==> src/rtl/ostc_pkg.sv <==
// Package with the types, sizes and codes of the order-statistic count tree.
`timescale 1ns / 1ps

package ostc_pkg;

  localparam int LEAF_BITS  = 16;
  localparam int COUNT_BITS = 32;
  localparam int KEY_W      = 17;
  localparam int DELTA_W    = 32;
  localparam int RANK_W     = 32;
  localparam int STATUS_W   = 2;

  localparam int NODE_W = LEAF_BITS + 1;
  localparam int DEPTH  = 2 ** NODE_W;
  localparam int ALU_W  = ((COUNT_BITS > DELTA_W) ? COUNT_BITS : DELTA_W) + 1;
  localparam int KCMP_W = (KEY_W > NODE_W) ? KEY_W : NODE_W;

  typedef logic [NODE_W-1:0]     node_t;
  typedef logic [COUNT_BITS-1:0] count_t;
  typedef logic [ALU_W-1:0]      alu_t;
  typedef logic [KEY_W-1:0]      key_t;
  typedef logic [STATUS_W-1:0]   status_t;

  localparam node_t ROOT_NODE = node_t'(1);
  localparam logic [KCMP_W-1:0] NUM_LEAVES = KCMP_W'(1) << LEAF_BITS;

  localparam logic FN_ADD = 1'b0;
  localparam logic FN_SEL = 1'b1;

  localparam logic ALU_ADD = 1'b0;
  localparam logic ALU_SUB = 1'b1;

  localparam status_t ST_OK       = 2'd0;
  localparam status_t ST_ADD_REJ  = 2'd1;
  localparam status_t ST_RANK_ERR = 2'd2;

  typedef struct packed {
    logic                      func;
    logic [KEY_W-1:0]          key;
    logic signed [DELTA_W-1:0] delta;
    logic [RANK_W-1:0]         rank;
  } in_item_t;

  typedef struct packed {
    status_t status;
    key_t    found_key;
  } out_item_t;

  typedef struct packed {
    logic   we;
    node_t  waddr;
    count_t wdata;
    node_t  raddr;
  } mem_req_t;

endpackage

==> src/rtl/ostc_alu.sv <==
// Shared adder and subtractor used for the count sums and count compares of the tree.
`timescale 1ns / 1ps

module ostc_alu (
  input  ostc_pkg::alu_t a,
  input  ostc_pkg::alu_t b,
  input  logic           sub,
  output ostc_pkg::alu_t y
);
  import ostc_pkg::*;

  always_comb begin
    if (sub == ALU_SUB) begin
      y = a - b;
    end else begin
      y = a + b;
    end
  end

endmodule

==> config.mk <==
export PLATFORM = sky130hd
export DESIGN_NAME = ostc_alu
export DESIGN_NICKNAME = d
export VERILOG_FILES = /design/src/rtl/ostc_pkg.sv /design/src/rtl/ostc_alu.sv
export SDC_FILE = /design/constraint.sdc
export NUM_CORES = 1
export LEC_CHECK = 0
export BUFFER_PORTS_ARGS = -buffer_cell sky130_fd_sc_hd__buf_2
export CAP_MARGIN = 10
export CORE_UTILIZATION = 51
export DETAILED_ROUTE_END_ITERATION = 8
export PLACE_DENSITY = 0.83
export SKIP_LAST_GASP = 1
export SLEW_MARGIN = 30
export SYNTH_ARGS = -nofsm -noshare
export SYNTH_HDL_FRONTEND = slang
export SYNTH_SLANG_ARGS = --single-unit
==> constraint.sdc <==
create_clock -name vclk -period 6.1
set_input_delay 1.22 -clock vclk [all_inputs]
set_output_delay 1.22 -clock vclk [all_outputs]
set_load 0.02 [all_outputs]
* Yosys cells after proc, flatten, opt, wreduce, memory -nomap -nowiden
Index checks and enable logic that the tools add are counted.
W data, S select, Z words.
** Cells by class
- $add $sub $neg :: 2
- Multiplexer cells :: 1
** Operators by type and width (count)
- $add A33 B33 Y33 :: 1
- $mux W33 :: 1
- $sub A33 B33 Y33 :: 1
** Word-level totals
- Register bits :: 0
- Bits of input ports :: 67
- Output and inout port bits :: 33
- Word-level logic and storage cells :: 3

* Longest topological paths before layout
- Depth in word-level cells :: 2
- Mapped depth :: 16
- Gate-level depth less buffers :: 15

* Least setup slack after synthesis
No wires, ideal clock.
- Path kind :: input-to-output
- Start :: input port b[6]
- End :: output port y[31]
- Arrival :: 4786 ps
- Required time :: 4880 ps
- Slack :: 94 ps
- Cell stages on the path :: 14
- Buffers on the path :: 1
- Path through :: or4_4 or3_4 nor3b_1 a21oi_1 xnor2_1 ha_1 buf_6 a21oi_2 o21bai_1 a221o_1 a221o_1 a211o_1 a31o_1 a31oi_1
** Between the ends
- Cells in the longest elaborated chain, start to end :: 2
- Elaborated cells on any way between the ends :: 3
- Those cells by class :: add/sub: 2; mux: 1
** RTL lines
- from (decl) :: line ostc_alu.sv:6 : input ostc_pkg::alu_t b,
- $add A33 B33 Y33 / $sub A33 B33 Y33 (equally long branches) :: line ostc_alu.sv:16, ostc_alu.sv:14
- $mux W33 (*) :: line ostc_alu.sv:13 : if (sub == ALU_SUB) begin
- to (decl) :: line ostc_alu.sv:8 : output ostc_pkg::alu_t y
Mark *: on every way between the ends. The rest lies on a longest branch, timed or not.

* Worst setup path in the final report
- Start :: input port b[6]
- End :: output port y[24]
Same word-level chain as after synthesis.

==> run_results.csv <==
group,metric,value,unit
final_layout,finalNetCount,605,
global_routing,first_global_vias,2911,
global_routing,grt_max_degree,23,
routing,num_vias,3250,
timing,hold_viol_final,0,
synthesis,syn_area_per_cell,6.88,um2
critical_path,critical_path_required,4880,ps
critical_path,crit_path_start_kind,"input pin",
timing,fin_crit,6070,ps
synthesis,synthMostInstantiatedCell,"xnor2_1",
final_layout,multi_input_area,2530,um2
pwr,vdd_drop_max,111,uV
final_layout,fillCellCount,384,
critical_path,critPathMaxStageDelay,520,ps
final_layout,layoutNonFillerInstCount,569,
final_layout,area_delta_synth_final,38.8,%
die,die_area,5260,um2
critical_path,critPathMostFrequentCell,"a21oi_2",
pwr,power.leakage,1.66,nW
routing,drcViolationCount,0,
global_routing,antenna_found_initial,0,
critical_path,cp_top_family,"simple AND/OR/NAND/NOR gates",
critical_path,path_cells,"buf_6 > or4_4 > or3_4 > nor3b_4 > and2_4 > a21oi_2 > xnor2_1 > ha_2 > a21oi_2 > o21ai_1 > or2_4 > o31ai_4 > o21ai_2 > or4_1 > o211ai_1 > buf_4",
synthesis,synth_top_area_share,17.9,%
synthesis,synthCells,369,
timing,finalSetupTns,0,ps
routing,wl_per_cell,13.8,um
critical_path,cp-end-kind,"primary output",
critical_path,crit_type,"in -> out",
die,start_util,53.4,%
die,die_y,72.5,um
outcome,outcome,"complete, no violations",
timing,final_max_slew_viol_count,0,
timing,max_freq,165,MHz
synthesis,syn-cell-area,2540,um2
synthesis,synth-seq-area-share,0,%
critical_path,crit_buf_inv,2,
timing,setup_violations,0,
routing,drt_wl_total,7850,um
synthesis,ys_warn_count,0,
final_layout,n_antenna_cell,0,
flow_run,max_cap_viol_count,0,
final_layout,seq_area,0,um2
synthesis,yosys.cell_types.count,59,
final_layout,drive_gt1_share,35.7,%
die,dieWidth,72.5,um
synthesis,synth_top_area_cell,"xnor2_1",
place,port_buffers,100,
final_layout,clock_buffers,0,
synthesis,synth_common_cells,"52 x xnor2_1, 50 x a21oi_1, 38 x nor2_1",
place,place_congestion,0.955,
place,placedCellCount,564,
die,pin_count,100,
critical_path,cp.arrival,4850,ps
routing,via_per_inst,5.71,
timing,worst_pin_slew,620,ps
pwr,power_density,172,nW/um2
global_routing,grt_pass1_wl,12200,um
global_routing,grt_overflow,0,
synthesis,synthTopCellsByArea,"xnor2_1 18%, ha_1 16%, a21oi_1 9.9%",
global_routing,grt.total_usage,28.2,%
critical_path,cp_max_fo,5,
die,rows,25,
routing,first_pass_iters,4,
routing,drtAntennaViolNets,0,
pwr,power,0.000607,W
die,core,4750,um2
routing,drt_iter0_drc,145,
timing,min_period_over_period,99.6,%
worst_hold_path,hold_class,"in -> out",
timing,rsz0062_at_grt,"yes",
final_layout,seq_cells,0,
critical_path,critPathSlowestCell,"or4_4",
place,place_hpwl,6600,um
timing,slew_headroom,58.3,%
synthesis,synth_nets,470,
[layout make-up]
type	count	area share (%)
multi-input combinational	341	71.9
timing repair buffer	142	23.7
tap	67	2.38
inverter	19	2.03
[stage by stage]
step           util [%]  cell area (um2)  setup slack, ps  hold WS (ps)
6_report           74.1             3520             25.3          2860
5_1_grt            74.1             3520             -130          2870
4_1_cts            70.8             3370            -20.3          2870
3_5_place_dp       70.3             3340            -91.0          2860
3_3_place_gp       70.3             3340            -27.1          2850
2_1_floorplan         -             2540             94.1          2620
[timing repair]
item                       4_1_cts  5_1_grt
resized for setup                6       30
hold buffers                     0        0
setup endpoints to repair        7       12
cloned                           0        0
setup buffers                    0        5
pin swaps                        1       25
[worst paths after layout]
kind	from	endpoint	slack [ps]	cells past startpoint
worst max-delay path	b[6]	y[24]	30	16
worst min-delay path	b[0]	y[0]	2860	4
[power breakdown]
part | switching [W] | leakage (nW) | internal [W]
clock network | 0 | 0 | 0
logic | 0.000346 | 1.66 | 0.000261
registers | 0 | 0 | 0
total | 0.000346 | 1.66 | 0.000261
[kinds of logic after synthesis]
| kind of cell | Yosys count | synth area share [%] |
|---|---|---|
| buffers and inverters | 28 | 5.03 |
| muxes | 1 | 0.394 |
| xor gates and xnor gates | 57 | 19.7 |
| adders and majority gates | 34 | 17.1 |
| AOI/OAI and AO/OA | 124 | 31.6 |
| and+or+nand+nor | 125 | 26.2 |
[worst min-delay path: stages]
cell,delay (ps)
buf_2,120
ha_1,120
inv_1,30
buf_2,140
[layer usage]
metal | GRT usage, % | share of wire, % | wire length [um] | vias to the layer above
met4 | 7.41 | 2.1 | 163 | 0
met3 | 2.50 | 5.5 | 430 | 18
met5 | 0 | 0 | 0 | -
li1 | - | - | - | 1635
met1 | 34.8 | 42 | 3270 | 1484
met2 | 51.9 | 51 | 3980 | 113
[cell usage in the layout, fill, tap and decap left out, types with 3 or more instances in the layout]
cell type / count
xor2_1: 5
nand4_1: 4
nand2_1: 19
a21o_1: 13
a211oi_1: 3
buf_2: 94
a221o_1: 4
o21bai_1: 6
nand3_1: 12
o21a_1: 4
o211ai_1: 3
ha_1: 31
and3_1: 4
nor3_1: 13
xnor2_1: 52
a21oi_2: 8
a31oi_1: 5
inv_1: 19
o21ai_0: 13
a21oi_1: 43
nor2_1: 38
and2_1: 4
buf_4: 47
Note: power is estimated with default switching activity, not from simulation.
