[src/rtl/ostc_pkg.sv]
// Package with the types, sizes and codes of the order-statistic count tree.
`timescale 1ns / 1ps

package ostc_pkg;

  localparam int LEAF_BITS  = 16;
  localparam int COUNT_BITS = 32;
  localparam int KEY_W      = 17;
  localparam int DELTA_W    = 32;
  localparam int RANK_W     = 32;
  localparam int STATUS_W   = 2;

  localparam int NODE_W = LEAF_BITS + 1;
  localparam int DEPTH  = 2 ** NODE_W;
  localparam int ALU_W  = ((COUNT_BITS > DELTA_W) ? COUNT_BITS : DELTA_W) + 1;
  localparam int KCMP_W = (KEY_W > NODE_W) ? KEY_W : NODE_W;

  typedef logic [NODE_W-1:0]     node_t;
  typedef logic [COUNT_BITS-1:0] count_t;
  typedef logic [ALU_W-1:0]      alu_t;
  typedef logic [KEY_W-1:0]      key_t;
  typedef logic [STATUS_W-1:0]   status_t;

  localparam node_t ROOT_NODE = node_t'(1);
  localparam logic [KCMP_W-1:0] NUM_LEAVES = KCMP_W'(1) << LEAF_BITS;

  localparam logic FN_ADD = 1'b0;
  localparam logic FN_SEL = 1'b1;

  localparam logic ALU_ADD = 1'b0;
  localparam logic ALU_SUB = 1'b1;

  localparam status_t ST_OK       = 2'd0;
  localparam status_t ST_ADD_REJ  = 2'd1;
  localparam status_t ST_RANK_ERR = 2'd2;

  typedef struct packed {
    logic                      func;
    logic [KEY_W-1:0]          key;
    logic signed [DELTA_W-1:0] delta;
    logic [RANK_W-1:0]         rank;
  } in_item_t;

  typedef struct packed {
    status_t status;
    key_t    found_key;
  } out_item_t;

  typedef struct packed {
    logic   we;
    node_t  waddr;
    count_t wdata;
    node_t  raddr;
  } mem_req_t;

endpackage

[src/rtl/ostc_ctrl.sv]
// Sequencer that clears the tree, walks it down for a select and updates one path up.
`timescale 1ns / 1ps

module ostc_ctrl (
  input  logic                clk,
  input  logic                rst_n,
  input  logic                start,
  input  ostc_pkg::in_item_t  in_item,
  output logic                busy,
  output ostc_pkg::mem_req_t  mem_req,
  input  ostc_pkg::count_t    rd_data,
  output ostc_pkg::alu_t      alu_a,
  output ostc_pkg::alu_t      alu_b,
  output logic                alu_sub,
  input  ostc_pkg::alu_t      alu_y,
  output logic                out_valid,
  output ostc_pkg::out_item_t out_item
);
  import ostc_pkg::*;

  localparam logic [2:0] S_CLEAR = 3'd0;
  localparam logic [2:0] S_IDLE  = 3'd1;
  localparam logic [2:0] S_CHECK = 3'd2;
  localparam logic [2:0] S_LEAF  = 3'd3;
  localparam logic [2:0] S_DOWN  = 3'd4;
  localparam logic [2:0] S_UP    = 3'd5;

  logic [2:0] state_r, state_nxt;
  node_t      clr_r, clr_nxt;
  in_item_t   item_r, item_nxt;
  node_t      node_r, node_nxt;
  count_t     rem_r, rem_nxt;
  key_t       found_r, found_nxt;
  logic       out_valid_r, out_valid_nxt;
  out_item_t  out_item_r, out_item_nxt;

  logic [KCMP_W-1:0] key_ext;
  logic [KCMP_W-1:0] key_m1;
  logic              key_ok;
  node_t             leaf_addr;
  alu_t              dext;
  alu_t              mag;
  alu_t              raw_ext;
  alu_t              rank_ext;
  alu_t              rd_ext;
  alu_t              rem_ext;
  count_t            d_step;
  logic              neg;
  logic              go_left;
  node_t             child;
  node_t             leaf_key;

  assign key_ext   = KCMP_W'(item_r.key);
  assign key_m1    = key_ext - KCMP_W'(1);
  assign key_ok    = (key_ext != '0) && (key_ext <= NUM_LEAVES);
  assign leaf_addr = {1'b1, key_m1[LEAF_BITS-1:0]};
  assign dext      = {{(ALU_W-DELTA_W){item_r.delta[DELTA_W-1]}}, item_r.delta};
  assign mag       = '0 - dext;
  assign raw_ext   = {{(ALU_W-DELTA_W){1'b0}}, item_r.delta};
  assign rank_ext  = {{(ALU_W-RANK_W){1'b0}}, item_r.rank};
  assign rd_ext    = {{(ALU_W-COUNT_BITS){1'b0}}, rd_data};
  assign rem_ext   = {{(ALU_W-COUNT_BITS){1'b0}}, rem_r};
  assign d_step    = (item_r.func == FN_ADD) ? dext[COUNT_BITS-1:0] : '1;
  assign neg       = alu_y[ALU_W-1];
  assign go_left   = neg || (alu_y == '0);
  assign child     = {node_r[NODE_W-2:0], ~go_left};
  assign leaf_key  = {1'b0, child[LEAF_BITS-1:0]} + NODE_W'(1);

  always_comb begin
    state_nxt     = state_r;
    clr_nxt       = clr_r;
    item_nxt      = item_r;
    node_nxt      = node_r;
    rem_nxt       = rem_r;
    found_nxt     = found_r;
    out_valid_nxt = 1'b0;
    out_item_nxt  = out_item_r;
    mem_req.we    = 1'b0;
    mem_req.waddr = node_r;
    mem_req.wdata = alu_y[COUNT_BITS-1:0];
    mem_req.raddr = ROOT_NODE;
    alu_a         = rd_ext;
    alu_b         = rank_ext;
    alu_sub       = ALU_ADD;
    unique case (state_r)
      S_CLEAR: begin
        mem_req.we    = 1'b1;
        mem_req.waddr = clr_r;
        mem_req.wdata = '0;
        clr_nxt       = clr_r + node_t'(1);
        if (&clr_r) begin
          state_nxt = S_IDLE;
        end
      end
      S_IDLE: begin
        if (start) begin
          item_nxt  = in_item;
          state_nxt = S_CHECK;
        end
      end
      S_CHECK: begin
        if (item_r.func == FN_ADD) begin
          alu_b   = raw_ext;
          alu_sub = ALU_ADD;
          if (!key_ok) begin
            out_valid_nxt = 1'b1;
            out_item_nxt  = '{status: ST_ADD_REJ, found_key: '0};
            state_nxt     = S_IDLE;
          end else if (item_r.delta[DELTA_W-1]) begin
            mem_req.raddr = leaf_addr;
            node_nxt      = leaf_addr;
            state_nxt     = S_LEAF;
          end else if (alu_y[ALU_W-1:COUNT_BITS] != '0) begin
            out_valid_nxt = 1'b1;
            out_item_nxt  = '{status: ST_ADD_REJ, found_key: '0};
            state_nxt     = S_IDLE;
          end else if (item_r.delta == '0) begin
            out_valid_nxt = 1'b1;
            out_item_nxt  = '{status: ST_OK, found_key: '0};
            state_nxt     = S_IDLE;
          end else begin
            mem_req.raddr = leaf_addr;
            node_nxt      = leaf_addr;
            state_nxt     = S_UP;
          end
        end else begin
          alu_b   = rank_ext;
          alu_sub = ALU_SUB;
          if ((item_r.rank == '0) || neg) begin
            out_valid_nxt = 1'b1;
            out_item_nxt  = '{status: ST_RANK_ERR, found_key: '0};
            state_nxt     = S_IDLE;
          end else begin
            rem_nxt       = rank_ext[COUNT_BITS-1:0];
            node_nxt      = ROOT_NODE;
            mem_req.raddr = node_t'(2);
            state_nxt     = S_DOWN;
          end
        end
      end
      S_LEAF: begin
        alu_b   = mag;
        alu_sub = ALU_SUB;
        if (neg) begin
          out_valid_nxt = 1'b1;
          out_item_nxt  = '{status: ST_ADD_REJ, found_key: '0};
          state_nxt     = S_IDLE;
        end else begin
          mem_req.raddr = node_r;
          state_nxt     = S_UP;
        end
      end
      S_DOWN: begin
        alu_a   = rem_ext;
        alu_b   = rd_ext;
        alu_sub = ALU_SUB;
        if (!go_left) begin
          rem_nxt = alu_y[COUNT_BITS-1:0];
        end
        node_nxt = child;
        if (child[LEAF_BITS]) begin
          found_nxt     = KEY_W'(leaf_key);
          mem_req.raddr = child;
          state_nxt     = S_UP;
        end else begin
          mem_req.raddr = {child[NODE_W-2:0], 1'b0};
        end
      end
      S_UP: begin
        alu_a         = rd_ext;
        alu_b         = {{(ALU_W-COUNT_BITS){1'b0}}, d_step};
        alu_sub       = ALU_ADD;
        mem_req.we    = 1'b1;
        mem_req.waddr = node_r;
        mem_req.wdata = alu_y[COUNT_BITS-1:0];
        if (node_r == ROOT_NODE) begin
          out_valid_nxt = 1'b1;
          out_item_nxt  = '{status: ST_OK,
                            found_key: (item_r.func == FN_SEL) ? found_r : '0};
          state_nxt     = S_IDLE;
        end else begin
          mem_req.raddr = node_r >> 1;
          node_nxt      = node_r >> 1;
        end
      end
      default: begin
        state_nxt = S_IDLE;
      end
    endcase
  end

  always_ff @(posedge clk) begin
    if (!rst_n) begin
      state_r     <= S_CLEAR;
      clr_r       <= '0;
      out_valid_r <= 1'b0;
    end else begin
      state_r     <= state_nxt;
      clr_r       <= clr_nxt;
      out_valid_r <= out_valid_nxt;
    end
  end

  always_ff @(posedge clk) begin
    item_r     <= item_nxt;
    node_r     <= node_nxt;
    rem_r      <= rem_nxt;
    found_r    <= found_nxt;
    out_item_r <= out_item_nxt;
  end

  assign busy      = (state_r != S_IDLE);
  assign out_valid = out_valid_r;
  assign out_item  = out_item_r;

endmodule
[config.mk]
export PLATFORM = sky130hd
export DESIGN_NAME = ostc_ctrl
export DESIGN_NICKNAME = d
export VERILOG_FILES = /design/src/rtl/ostc_pkg.sv /design/src/rtl/ostc_ctrl.sv
export SDC_FILE = /design/constraint.sdc
export NUM_CORES = 1
export LEC_CHECK = 0
export BUFFER_PORTS_ARGS = -buffer_cell sky130_fd_sc_hd__buf_2
export CAP_MARGIN = 10
export CORE_MARGIN = 5
export CORE_UTILIZATION = 40
export DETAILED_ROUTE_END_ITERATION = 6
export PLACE_DENSITY_LB_ADDON = 0.15
export SYNTH_ARGS = -nofsm -noshare
export SYNTH_HDL_FRONTEND = slang
export SYNTH_SLANG_ARGS = --single-unit
[constraint.sdc]
create_clock -name clk -period 9.8 [get_ports clk]
set_clock_uncertainty 0.15 [all_clocks]
set_input_delay 0.49 -clock clk [delete_from_list [all_inputs] [get_ports clk]]
set_output_delay 0.49 -clock clk [all_outputs]
set_load 0.005 [all_outputs]
==> Word level (Yosys, flattened, before mapping) <==
Cells that the tools add are included.
{ "totals": {"register_bits": 188, "inputBits": 150, "output_inout_bits": 155, "wordCells": 120} }
{ "classes": {"n_addsub": 4, "n_lt_le_gt_ge": 1, "eq_ne": 23, "mux": 60, "n_bitwise": 1, "reduce_logical": 19} }
{ "ops": {"columns": ["cell", "count"], "rows": [
  ["$mux 17", 15],
  ["$mux 32", 6],
  ["$mux 19", 8],
  ["$pmux 33 s4", 1],
  ["$pmux 50 s2", 1],
  ["$pmux 17 s4", 1],
  ["$logic_not 32->1", 2],
  ["$pmux 32 s2", 1],
  ["$pmux 19 s3", 1],
  ["$pmux 17 s3", 1],
  ["$logic_not 33->1", 1],
  ["$mux 3", 11],
  ["$sub 1x32->33 const A", 1],
  ["$ne 2x2->1 const B", 9],
  ["$pmux 3 s6", 1],
  ["$add 16x1->17 const B", 1],
  ["$add 17x1->17 const B", 1],
  ["$eq 17x1->1 const B", 1],
  ["$le 17x17->1 const B", 1],
  ["$reduce_and 17->1", 1],
  ["$reduce_bool 17->1", 1],
  ["$mux 16", 1],
  ["$sub 16x1->16 const B", 1],
  ["$ne 4x4->1 const B", 3],
  ["other kinds (20)", 37]
]} }

==> Logic depth before layout (Yosys ltp) <==
Gate-level depths: netlist of the first run.
{ "depth": {"depth_word": 7, "mapped_depth": 11, "depth_no_buf": 10} }

==> Worst setup path before layout of the first run <==
OpenSTA, ideal clock, no wires.
{ "synth_timing": {"path_kind": "register -> register", "start": "register state_r[1]", "end": "register item_r, in the netlist dext[0] (enable)", "setup_time_ps": 524, "arrival_ps": 4467, "required_ps": 9126, "path_slack_ps": 4659, "stages_incl_launch_ff": 5, "n_path_buf": 1, "synth_period_minus_slack_ps": 5141, "cell_sequence": "dfxtp_1 > clkbuf_1 > nand2b_1 > or2_2 > nor2_1"} }
{ "synth_between": {"elab_chain_len": 2} }
{ "synth_lines": {"columns": ["item", "line_no", "rtl"], "rows": [
  ["from (decl)", "ostc_ctrl.sv:28", "logic [2:0] state_r, state_nxt;"],
  ["from (signal assigned)", "ostc_ctrl.sv:198", "state_r <= state_nxt;"],
  ["$eq 3x1->1", "ostc_ctrl.sv:85", "unique case (state_r)"],
  ["$reduce_and 2->1 (no source line)", null, null],
  ["to (signal assigned)", "ostc_ctrl.sv:205", "item_r <= item_nxt;"],
  ["to (decl)", "ostc_ctrl.sv:30", "in_item_t item_r, item_nxt;"]
]} }
Every way passes these cells.
A chain may end at the register's enable or synchronous reset.

==> Worst setup path in the final report of the first run <==
{ "layout_timing": {"start": "register state_r[2]", "end": "output port alu_b[0]"} }
{ "layout_between": {"elab_chain_len": 2, "elab_cells_between_ends": 5, "cone_classes": "eq/ne: 4; mux: 1"} }
{ "layout_lines": {"columns": ["item", "line_no", "rtl"], "rows": [
  ["$eq 3x3->1 or $eq 3x2->1 (tied branches)", "ostc_ctrl.sv:85", null],
  ["$pmux 33 s4 (*)", "ostc_ctrl.sv:85", null],
  ["to (decl)", "ostc_ctrl.sv:13", "output ostc_pkg::alu_t alu_b,"]
]} }
Mark *: on every way between the ends. The rest lies on a longest branch, timed or not.

==> results of run 1 <==
cells in the mapped netlist (all sizes together), types with 4 or more instances:
library cell and count:
o22ai 21, inv 18, o21ai 72, nor2b 6
a22oi 25, nor4 38, o21a 8, nand4 16
buf 19, and3 24, xor2 34, clkbuf 70
o211a 4, nand3b 4, or4 8, edfxtp 167
nand2 291, and4 4, and2 37, o311ai 7
mux2i 27, dfxtp 21, a21oi 29, nand3 8
nand2b 7, xnor2 27, or3 7, nor4b 4
o211ai 11, o221ai 4, ha 5, nor2 63
a221oi 18, nor3 28
through the flow:
stage | area [sq um] | std cells | total power [mW] | hold WS, ns
2_1_floorplan | 10900 | 1167 | 0.899 | 0.304
3_3_place_gp | 12600 | 1732 | 0.955 | 0.314
3_5_place_dp | 12600 | 1732 | 0.955 | 0.338
4_1_cts | 13200 | 1764 | 1.67 | 0.0416
5_1_grt | 13200 | 1767 | 1.71 | 0.0412
6_report | 13200 | 1767 | 1.65 | 0.0637
routing by layer:
metal | part of all wire (%) | vias up | routed length [microns]
met5 | 0 | - | 0
met4 | 2.2 | 0 | 861
met3 | 8.9 | 52 | 3390
met2 | 42 | 483 | 16200
met1 | 47 | 4658 | 17800
li1 | - | 4713 | -
registers in the layout (all words and copies together), names as in the netlist:
signal,flops
item_r,33
key_ext,17
out_valid,1
rem_r,32
clr_r,17
dext,32
out_item,19
node_r,17
found_r,17
state_r,3
cells by family (layout without fill, tap and decap cells):
kind of cell | Yosys count | count (layout) | synth area share, %
and+or+nand+nor | 554 | 554 | 24.0
AOI/OAI and AO/OA | 220 | 220 | 13.7
buffers and inverters | 108 | 364 | 3.84
DFF | 188 | 188 | 50.1
adders and majority gates | 5 | 5 | 0.576
xor gates and xnor gates | 61 | 61 | 4.92
other | 1 | 4 | 0.0345
muxes | 30 | 30 | 2.92
cell type report:
| class | count | area (sq um) |
|---|---|---|
| fillers | 2604 | 13600 |
| flip-flops and latches | 188 | 5440 |
| multi-input cells | 871 | 5040 |
| repair buffers | 313 | 1590 |
| well taps | 341 | 427 |
| clock buffers | 17 | 425 |
| clock inverters | 15 | 188 |
| inverters | 19 | 71.3 |
| diodes | 3 | 7.51 |
critical path, delay by kind of cell (launching register included):
| family | cells | cell delay [ns] |
|---|---|---|
| AND/OR/NAND/NOR | 3 | 1.74 |
| flip-flops | 1 | 0.77 |
| AO/OA/AOI/OAI | 2 | 0.41 |
| buffers and inverters | 1 | 0.11 |
power by group through the flow:
stage,clock [mW],combinational (mW),sequential (mW)
final,0.716,0.0712,0.866
after global routing,0.764,0.0773,0.866
after CTS,0.732,0.0707,0.866
after detailed placement,0,0.0702,0.885
after global placement,0,0.0702,0.885
after floorplan,0,0.0148,0.884
worst min path at each step:
stage | startpoint | endpoint | slack [ns] | cells after the start
finish | in_item[74] | key_ext[10]$_DFFE_PP_ | 0.06 | 1
global route | in_item[66] | key_ext[2]$_DFFE_PP_ | 0.04 | 1
CTS | in_item[66] | key_ext[2]$_DFFE_PP_ | 0.04 | 1
detailed placement | clr_r[1]$_SDFFE_PN0N_ | clr_r[1]$_SDFFE_PN0N_ | 0.34 | 2
global placement | clr_r[16]$_SDFFE_PN0N_ | clr_r[16]$_SDFFE_PN0N_ | 0.31 | 2
floorplan | clr_r[16]$_SDFFE_PN0N_ | clr_r[16]$_SDFFE_PN0N_ | 0.30 | 2
==> impl_metrics.ini, run 1 <==
[worst_setup_path]
path_max_fanout = 31
critical_path.max_stage_delay_ns = 1.06
startpoint = state_r[2]$_SDFFE_PN0P_
cp-end-kind = output port
reg2reg_depth = 7
cp_slowest_cell = and3b_1
critical_path_class = register to output port
r2r_slack_ns = 6.10
r2r_start = key_ext[0]$_DFFE_PP_
timing.rr.end = out_item[7]$_DFFE_PP_
cp-endpoint = alu_b[0]
start_kind = register
required_ns = 9.16
worstPathCellList = and3b_1, and2_1, nor2_1, a21oi_1, a221o_1, buf_2
crit_arrival_ns = 3.48

[detailed_routing]
drt-pass1-iter-count = 6
viasPerCell = 5.61
drc_errors = 0
vias = 9906
avgRoutedWirePerCell_microns = 21.7
drt_iter0_drc = 1182
routed_wirelength_mm = 38.3
drtAntennaViolNets = 0

[synthesis]
synth_top_area_share_pct = 46.2
synth_seq_area_share_pct = 50.1
yosys.area.top_type = edfxtp_1
synth_nets = 1322
yosys_warnings = 0
syn_area_sq_um = 10900
syn_inst = 1167
ys_types = 66
synth_edf_count = 167
synth_seq_cells = 188
synthArstFlopShare_pct = 0
yosys-top-cells-area = edfxtp_1 46%, nand2_1 10%, dfxtp_1 3.9%, o21ai_0 2.9%, xor2_1 2.7%
yosys_most_used_dff = edfxtp_1
synth.avg_cell_area_sq_um = 9.30

[die]
fp.dieW_microns = 175
start_util_pct = 40.5
dieArea_sq_um = 30500
core_sq_um = 26800
rows = 60
io_pins = 305
dieHeight_microns = 175

[finish]
layout_common_cells = 303 x buf_2, 288 x nand2_1, 167 x edfxtp_1, 62 x nor2_1, 61 x o21ai_0
utilization_pct = 49.2
area_growth_pct = 21.5
drive_gt1_share_pct = 26.2
layout.nets = 1565
mostFrequentLayoutCell = buf_2

[pwr]
p_per_area_nw_per_um2 = 125
power_frac_seq_pct = 52.4
ir_drop_mv = 0.0791
p_leak_nw = 5.30
power_frac_comb_pct = 4.3
intPower_mw = 1.25
swShare_pct = 24.6
p_switching_uw = 407
power.share.clock_pct = 43.3

[timing]
finalHoldViolations = 0
finalSetupTns_ns = 0
tightest_slew_ns = 1.23
maxSlewViolCount = 0
finalCritPeriodShare_pct = 42.1
fin_crit_ns = 4.12
setup_violations = 0
fmax_mhz = 243
setup_slack_ns = 5.68
rsz0062_at_grt = false
maxSlewHeadroom_pct = 17.5

[placed_design]
gp_congestion = 0.902
place_ws_ns = 6.07
dp_hpwl_mm = 28.6
port_buffers = 303

[clock_network]
clockBufferDepth = 2
postCtsHoldBufs = 0
cts_buffers = 17
htreeDepth = 4
root_buffer = clkbuf_16
cts_resized = 0
clock_latency_ns = 0.44
postCtsSetupRepairBufs = 0
cts_tree = done
clock-sinks = 188
clkTransAtPathRegs_ns = 0.08

[grt]
grt_util_all_layers_pct = 24.2
use_met3_pct = 5.17
grt-ovfl-total = 0
use_met1_pct = 36.8
grt_max_degree = 101
grt_pass1_wl_mm = 57.0
grt_use_met2_pct = 34.4
grt-busiest-layer = met1
grt_pass1_vias = 9157
antenna_found_initial = 3

[outcome]
status = finished clean

[flow_run]
maxCapViolCount = 0

[hold_path]
min_path_type = input pin to register
Note: power is estimated with default switching activity, not from simulation.
==> run 2, diff against run 1 <==
Settings changed: ABC_AREA set to 1.
Clock period 9.8 ns to 4.2 ns, I/O delays scaled along.
==> run 2 against run 1 <==
Design area rose by 11%. Clock power rose by 130%. Critical endpoint is now alu_b[8]. Critical path type unchanged. Die area rose by 2.7%. Worst hold slack got worse by 0.046 ns. Routed wire length rose by 14%. Utilization rose by 3.6 points. First-iteration DRC count rose by 14%. Highest routed layer is now met5.
==> impl_metrics.ini, run 2 <==
[outcome]
status = finished clean

[grt]
grt_max_degree = 105
grt-ovfl-total = 0
antenna_found_initial = 5
grt_pass1_vias = 10900
grt_pass1_wl_mm = 65.2
grt_util_all_layers_pct = 27.3

[clock_network]
clock_latency_ns = 0.44
cts_resized = 0
root_buffer = clkbuf_16
htreeDepth = 4
cts_tree = done
cts_buffers = 17
clkTransAtPathRegs_ns = 0.09
clock-sinks = 188
clockBufferDepth = 2

[pwr]
ir_drop_mv = 0.295
p_per_area_nw_per_um2 = 305
p_leak_nw = 6.40

[synthesis]
synth.avg_cell_area_sq_um = 8.01
synth_common_cells = 384 x nand2_1, 183 x nor2_1, 167 x edfxtp_1, 140 x inv_1, 108 x o21ai_0
syn_area_sq_um = 11200
syn_inst = 1394
yosys_most_used_dff = edfxtp_1
synthArstFlopShare_pct = 0
synth_seq_cells = 188
synth_most_common_cell = nand2_1
synth_seq_area_share_pct = 48.7
yosys_warnings = 0
synth_nets = 1549
synth_top_area_share_pct = 44.9
synth_edf_count = 167
yosys.area.top_type = edfxtp_1
yosys-top-cells-area = edfxtp_1 45%, nand2_1 13%, nor2_1 6.2%, o21ai_0 4.8%, inv_1 4.7%
ys_types = 53

[finish]
layout.nets = 1929
layout_common_cells = 384 x nand2_1, 303 x buf_2, 182 x nor2_1, 167 x edfxtp_1, 140 x inv_1
fillers = 2668
mostFrequentLayoutCell = nand2_1
area_growth_pct = 30.9
drive_gt1_share_pct = 22.8
largest_reg_flops = 33
regMostFlops = item_r
final_area_sq_um = 14600

[worst_setup_path]
reg2reg_depth = 10
critical_path.max_stage_delay_ns = 0.86
path_max_fanout = 104
worstPathCellList = inv_2, nand2_2, nor2_4, buf_4, nand2_1, nand3_1, a21oi_1, a21oi_1, buf_2
crit_arrival_ns = 3.07
start_kind = register
required_ns = 3.84
cpMostUsedCell = a21oi_1
critical_path_class = register to output port
cp-end-kind = output port
cp_slowest_cell = buf_4

[detailed_routing]
drtAntennaViolNets = 0
drt_iter0_drc = 1342
viasPerCell = 5.33
routed_wirelength_mm = 43.6
drt-pass1-iter-count = 7
drc_errors = 0
avgRoutedWirePerCell_microns = 20.1
vias = 11600

[timing]
finalCritPeriodShare_pct = 81.6
finalSetupTns_ns = 0
setup_violations = 0
maxSlewViolCount = 0
fin_crit_ns = 3.43
finalHoldViolations = 0
fmax_mhz = 292
tightest_slew_ns = 1.06
rsz0062_at_grt = false
setup_slack_ns = 0.772
maxSlewHeadroom_pct = 29.2

[hold_path]
min_path_type = input pin to register
hold_depth = 3

[placed_design]
gp_congestion = 0.983
place_area_sq_um = 13000
place_ws_ns = 1.34
dp_hpwl_mm = 32.7
port_buffers = 303

[die]
fp.dieW_microns = 177
io_pins = 305
dieHeight_microns = 177
core_sq_um = 27700
start_util_pct = 40.3
rows = 61
dieArea_sq_um = 31400

[flow_run]
maxCapViolCount = 0
-- run 2: changes by cell type after synthesis, sizes merged, moves of 27 or more --
cell    change
nand3      +59
o21ai      +43
nor2      +138
and2       -35
clkbuf     -53
inv       +137
mux2i      -27
nor4       -33
nand2     +107
-- run 2: where the power goes --
group          switching (mW)  internal (mW)  total, mW
Sequential             0.0649           2.10       2.16
Clock                   0.824          0.831       1.66
Combinational           0.368          0.267      0.635
-- run 2: worst paths after layout --
path / endpoint / slack, ns / from
min: rem_r[5]$_DFFE_PP_ / 0.02 / alu_y[5]
max: alu_b[8] / 0.77 / state_r[1]$_SDFFE_PN0P_
max reg2reg: out_item[6]$_DFFE_PP_ / 1.30 / state_r[1]$_SDFFE_PN0P_
min reg2reg: clr_r[7]$_SDFFE_PN0N_ / 0.35 / clr_r[7]$_SDFFE_PN0N_
-- run 2: layout make-up --
type                            count  area [sq um]  area share [%]
Clock buffer                       19           454            3.11
Clock inverter                     13           139           0.950
Antenna cell                        4          10.0          0.0685
Sequential cell                   188          5440            37.2
Tap cell                          378           473            3.24
Timing Repair Buffer              416          2630            18.0
Inverter                          156           586            4.01
Multi-Input combinational cell    995          4890            33.4
-- run 2: cell families (layout without fill, tap and decap cells) --
kind of cell / count (synthesis) / in the layout / share of synthesized area [%]
XOR/XNOR: 25 / 25 / 1.96
AO/OA/AOI/OAI: 229 / 229 / 12.3
AND/OR/NAND/NOR: 735 / 735 / 28.7
other: 1 / 5 / 0.0336
adder cells (fa/ha/maj): 5 / 5 / 0.560
flip-flops: 188 / 188 / 48.7
buffers and inverters: 211 / 604 / 7.74
-- run 2: through the flow --
| step | hold WS (ns) | util (%) | total power, mW | cells |
|---|---|---|---|---|
| floorplan | 0.159 | - | 2.46 | 1394 |
| global placement | 0.236 | 46.9 | 2.75 | 2031 |
| detailed placement | 0.238 | 46.9 | 2.76 | 2031 |
| CTS | 0.00108 | 52.7 | 4.47 | 2165 |
| global route | 0.0330 | 52.8 | 4.62 | 2169 |
| finish | 0.0177 | 52.8 | 4.45 | 2169 |
-- run 2: metal layers --
| metal | up-vias | routed length [microns] | share of wire (%) | GRT usage (%) |
|---|---|---|---|---|
| li1 | 5475 | - | - | - |
| met1 | 5379 | 19700 | 45 | 40.9 |
| met2 | 613 | 18500 | 43 | 40.2 |
| met3 | 86 | 4060 | 9.3 | 4.68 |
| met4 | 2 | 1310 | 3.0 | 8.58 |
| met5 | - | 13 | 0.030 | 0 |
-- run 2: repair_timing --
item,in CTS,in global routing
hold endpoints to repair,111,0
hold buffers,102,0
setup buffers,0,0
-- run 2: worst max-delay path, delay by kind of cell, from the launching register on --
| family | cells | cell delay, ns |
|---|---|---|
| buffers and inverters | 3 | 1.11 |
| and+or+nand+nor | 4 | 0.81 |
| DFF | 1 | 0.38 |
| AOI/OAI and AO/OA | 2 | 0.26 |
